===== config.mk =====
export PLATFORM = sky130hd
export DESIGN_NAME = mst_ram
export DESIGN_NICKNAME = d
export VERILOG_FILES = /design/src/sv/mst_pkg.sv /design/src/sv/mst_ram.sv
export SDC_FILE = /design/constraint.sdc
export NUM_CORES = 1
export LEC_CHECK = 0
export BUFFER_PORTS_ARGS = -buffer_cell sky130_fd_sc_hd__buf_2
export CELL_PAD_IN_SITES_DETAIL_PLACEMENT = 2
export CELL_PAD_IN_SITES_GLOBAL_PLACEMENT = 2
export CORE_MARGIN = 3
export CORE_UTILIZATION = 41
export CTS_CLUSTER_DIAMETER = 100
export DETAILED_ROUTE_END_ITERATION = 12
export PLACE_DENSITY_LB_ADDON = 0.1
export SLEW_MARGIN = 20
export SYNTH_ARGS = -nofsm -noshare
export SYNTH_HDL_FRONTEND = slang
export SYNTH_SLANG_ARGS = --single-unit
export TNS_END_PERCENT = 100

===== constraint.sdc =====
create_clock -name clk -period 2 [get_ports clk]
set_clock_uncertainty 0.2 [all_clocks]
set_input_delay 0.6 -clock clk [delete_from_list [all_inputs] [get_ports clk]]
set_output_delay 0.6 -clock clk [all_outputs]
set_load 0.005 [all_outputs]

===== src/sv/mst_pkg.sv =====
package mst_pkg;

	localparam int VTX_W = 6;
	localparam int CNT_W = 6;
	localparam int VC_W = 7;
	localparam int SUM_W = 22;
	localparam logic [VC_W-1:0] VC_RESET = 7'd64;

	typedef enum logic [3:0] {
		ST_LOAD,
		ST_SCAN_INIT,
		ST_SCAN,
		ST_PICK,
		ST_RD_A,
		ST_RD_B,
		ST_CMP,
		ST_SWEEP,
		ST_OUT_RD,
		ST_OUT_LD,
		ST_OUT_HOLD
	} mst_state_t;

endpackage


===== src/sv/mst_ram.sv =====
module mst_ram
	import mst_pkg::*;
#(
	parameter int WIDTH = 8,
	parameter int DEPTH = 4,
	parameter int AW = 2
) (
	input  logic             clk,
	input  logic             we,
	input  logic [AW-1:0]    waddr,
	input  logic [WIDTH-1:0] wdata,
	input  logic [AW-1:0]    raddr,
	output logic [WIDTH-1:0] rdata
);

	logic [WIDTH-1:0] mem [DEPTH];

	always_ff @(posedge clk) begin
		if (we) begin
			mem[waddr] <= wdata;
		end
	end

	always_ff @(posedge clk) begin
		rdata <= mem[raddr];
	end

endmodule

==> metrics, run 1 <==
first-pass GRT wire length=3.57 mm; crit path max fanout=1; number of synthesized register bits=40; residual DRC count=0; Crit-path slowest cell=dfxtp_1; Hold Vio Cnt, Final=0; share of layout cells above drive strength 1=43.4%; max_slew headroom=a little under three quarters; Initial DRC Count=25; Pre-antenna DRT Iters=3; synthesis-to-finish area growth=15.4%; Yosys top cell area share=a little over 70%; post-cts sizing count=0; WL final=2.16 mm; total CTS buffers=5; Core Area=3100 um^2; Rows=20; placed standard-cell area=1510 um^2; Yosys Warn Count=0; Die W=between 60 and 70 um; CP Capture Type=output pin; pin count of the biggest net entering global routing=12; Final Max Tran Viols=0; largest area contributor in the synthesized netlist=edfxtp_1; Min Clock Period, post-route=1570 ps; CP cell instances=buf_2; Cells after Synth=54; Starting Density=a little over two fifths; Async S/R FF share, synth=0%; Layout Nets=96; crit path DAT=approximately 770 ps; Antenna Nets Post-Route=0; RSZ-0062 raised after global routing=no; setup TNS=0 ps; post-CTS setup buffers=0; Critical Path Source Type=flip-flop; routed length per instance=~17 um; CTS root buf=clkbuf_4; IO Port Bufs=21; IO Count=22; All-Layer GR Usage=12.4%; Design Area, Final=1560 um^2; worst vdd ir=~0.00042 V; Worst-path clk slew=~110 ps; vias in the first global route=roughly 710; Max Freq=~640 MHz; final setup fails=0; latest clock arrival within the worst-skew pair=around 330 ps; Die H=63.4 um; # H-tree levels=2; Hold Crit Class=primary input to flip-flop; Pwr Total=1410 uW; Seq/Total Area, Yosys=83.1%; leakage power=0.000554 uW; routability-driven placement congestion ratio=0.657; most frequent cell after synthesis=edfxtp_1; via-per-instance ratio=slightly below 5; CTS Hold Bufs=0; CTS Sinks=40; CP bufs+invs=1; Synth top cells by count=edfxtp_1 (32), dfxtp_1 (8), mux4_2 (8), and3b_1 (2); worst slew pin tran=around 420 ps; Most used DFF post-synth=edfxtp_1; DP HPWL=1.52 mm; max cap viols=0; Required @ worst endpoint=1200 ps; initial antenna violation count=0; synth top area cells=edfxtp_1 (71%), mux4_2 (13%), dfxtp_1 (12%), and3b_1 (1.3%), buf_6 (0.83%); CTS tree=done; synthesized area=1350 um^2; Power per Cell Area=906 nW/um^2; Netlist cell types=8; syn nets=68; Max stage delay on crit path=between 300 and 400 ps; CP Class=flip-flop to output pin; ant diodes=0; syn_area_per_cell=around 25 um^2; CP top delay family=flip-flops; Vias=625; grt ovf=0; number of enable flip-flop cells after synthesis=32; status=completed; die area=about 4000 um^2; CTS Buffer Depth=2; final period utilization=78.4%
-- cell usage in the layout (no fill, tap or decap) --
master and count:
nor3b_1 1, buf_4 2, clkinv_1 1, and3_1 1
buf_2 21, clkbuf_1 2, and3b_1 2, mux4_2 8
clkbuf_4 5, dfxtp_1 8, edfxtp_1 32
-- through the flow --
stage               utilization, %  hold WS, ps  setup WS [ps]  std cells
finish                        50.2          287            433        127
detailed placement            48.6          349            207        119
floorplan                        -          332            136         54
global route                  50.2          268            385        127
CTS                           50.2          270            403        127
global placement              48.6          336            227        119
-- power breakdown --
group / internal, uW / leakage [uW] / switching, uW
Combinational: 46.8 / 0.000165 / 42.0
Sequential: 947 / 0.000361 / 10.5
Clock: 135 / 0.0000269 / 228
-- flip-flops by register name (all words and copies together) (netlist names) --
name and count:
mem 32, rdata 8
-- kinds of logic after synthesis --
group,after synthesis,share of synthesized area [%]
simple gates,4,2.32
buf+inv,2,1.21
mux,8,13.4
flops,40,83.1
-- worst paths after layout --
path                            depth (start not counted)  slack (ps)       from   endpoint
worst max-delay path                                    1         430   rdata[6]   rdata[6]
worst min-delay path                                    1         290   wdata[5]  mem[2][5]
worst max register to register                          1         820  mem[3][6]   rdata[6]
worst min register to register                          1         360  mem[2][2]   rdata[2]
-- final cells by class --
| type | instances | area [um^2] |
|---|---|---|
| clock buffer | 7 | 45.0 |
| sequential | 40 | 1120 |
| clock inverter | 1 | 3.75 |
| multi-input combinational | 12 | 211 |
| tap | 44 | 55.1 |
| timing repair buffer | 23 | 120 |
| fill | 288 | 1550 |
-- per-layer routing --
layer	wire length (um)	global-route usage, %
met3	84	3.92
met4	24	4.85
met5	0	0
met2	1150	20.9
met1	898	14.7
(Power assumes the default switching activity.)
==> run 2, diff against run 1 <==
==> constraint.sdc (replaced) <==
create_clock -name clk -period 1.45 [get_ports clk]
set_clock_uncertainty 0.2 [all_clocks]
set_input_delay 0.435 -clock clk [delete_from_list [all_inputs] [get_ports clk]]
set_output_delay 0.435 -clock clk [all_outputs]
set_load 0.005 [all_outputs]
==> run 2 against run 1 <==
  * Non-clock buffer count is 3 higher
  * First-iteration DRC count fell by 24%
  * Sequential share of layout area decreased by 4.0 points
  * Worst setup slack lost 380 ps
  * Largest cell class unchanged
  * Global-route usage increased by 0.77 points
  * Hold slack got worse by 160 ps
  * Combinational power is 66% higher
  * Flip-flop and latch count unchanged
  * Via count decreased by 3.7%
  * Power increased by 43%
==> metrics, run 2 (synthesized netlist as in run 1, its figures left out) <==
pin count of the biggest net entering global routing=12; synthesis-to-finish area growth=22.6%; All-Layer GR Usage=approximately an eighth; first-pass GRT wire length=between 3 and 4 mm; Min Clock Period, post-route=~1400 ps; final period utilization=between 90 and 100%; crit path max fanout=1; Max stage delay on crit path=~340 ps; Final Max Tran Viols=0; post-CTS setup buffers=0; max_slew headroom=85.5%; Pre-antenna DRT Iters=3; vias in the first global route=726; IO Count=22; latest clock arrival within the worst-skew pair=between 300 and 400 ps; Finished Layout Cells=130; fillers=between 200 and 300; total CTS buffers=5; DP Cell Count=around 120; final setup fails=0; Required @ worst endpoint=just over 800 ps; RSZ-0062 raised after global routing=yes; post-cts sizing count=0; worst slew pin tran=~220 ps; routed length per instance=around 17 um; CTS Buffer Depth=2; status=completed; most frequent cells in the layout=edfxtp_1 (32), buf_2 (20), mux4_2 (8); worst vdd ir=around 0.00053 V; initial antenna violation count=0; # H-tree levels=2; clock share of power=a little over a quarter; most common cell after layout, fill and taps aside=edfxtp_1; ant diodes=0; CP bufs+invs=1; Hold Vio Cnt, Final=0; Vias=roughly 600; multi-input combinational cell area=about 220 um^2; max reg flops=32; routability-driven placement congestion ratio=a little under 0.7; CP Capture Type=output pin; Max Freq=717 MHz; top flop regs=mem: 32 flops, rdata: 8 flops; share of layout cells above drive strength 1=about half; internal power=~1600 uW; Core Area=about 3100 um^2; grt ovf=0; die area=~4000 um^2; IO Port Bufs=21; Initial DRC Count=19; CP cell instances=buf_6; Hold Crit Class=primary input to flip-flop; Power per Cell Area=between 1000 and 1500 nW/um^2; CP top delay family=flip-flops; Reg with most FFs=mem; Die H=between 60 and 70 um; CTS Hold Bufs=0; residual DRC count=0; Seq pwr share=around 66%; Critical Path Source Type=flip-flop; WL final=between 2 and 2.5 mm; CP Class=flip-flop to output pin; CTS Sinks=40; leakage power=about 0.00059 uW; Rows=20; max cap viols=0; Worst-path clk slew=roughly 110 ps; Layout Utilization=53.3%; Layout Nets=between 90 and 100; CTS root buf=clkbuf_4; via-per-instance ratio=around 4.6; Switch Pwr=slightly below 400 uW; Gate power share=under 10%; Die W=between 60 and 70 um; Sw Share=19.3%; Antenna Nets Post-Route=0; sequential cell area=1120 um^2; crit path DAT=about 760 ps; Starting Density=a little over two fifths; CTS tree=done; Crit-path slowest cell=dfxtp_2
## run 2: cell type report
cell class	instances	area share (%)
repair buffers	26	12.0
well taps	44	3.33
clock buffers	8	3.56
multi-input cells	12	13.1
flip-flops and latches	40	68.0
## run 2: per-layer routing
metal / GRT usage (%) / wire length [um]
met3: 4.28 / 72
met2: 23.3 / 1270
met5: 0 / 0
met1: 14.9 / 861
met4: 4.04 / 0
## run 2: power groups by stage
stage                     Combinational (uW)  Clock (uW)  Sequential, uW
after CTS                                148         581            1320
final                                    147         551            1320
after global routing                     161         646            1330
after global placement                   141           0            1340
after detailed placement                 148           0            1350
after floorplan                         59.7           0            1350
## run 2: path summary, 6_finish.rpt
check,cells past startpoint,slack (ps),end,start
worst max-delay path,1,50,rdata[6],rdata[6]
worst min-delay path,1,130,mem[3][2],wdata[2]
worst max register to register,1,270,rdata[6],mem[3][6]
worst min register to register,1,370,rdata[7],mem[0][7]
## run 2: metrics by stage
step                      worst slack (ps)  hold WS (ps)  setup TNS, ps  cell area, um^2  total power (uW)
after global placement               -48.8           335           -369             1590              1490
after global routing                 -5.29          98.5          -5.98             1650              2140
final                                 54.6           128              0             1650              2020
after detailed placement             -79.9           350           -756             1590              1500
after floorplan                       28.3           332              0             1350              1410
after CTS                             23.8           109              0             1640              2050
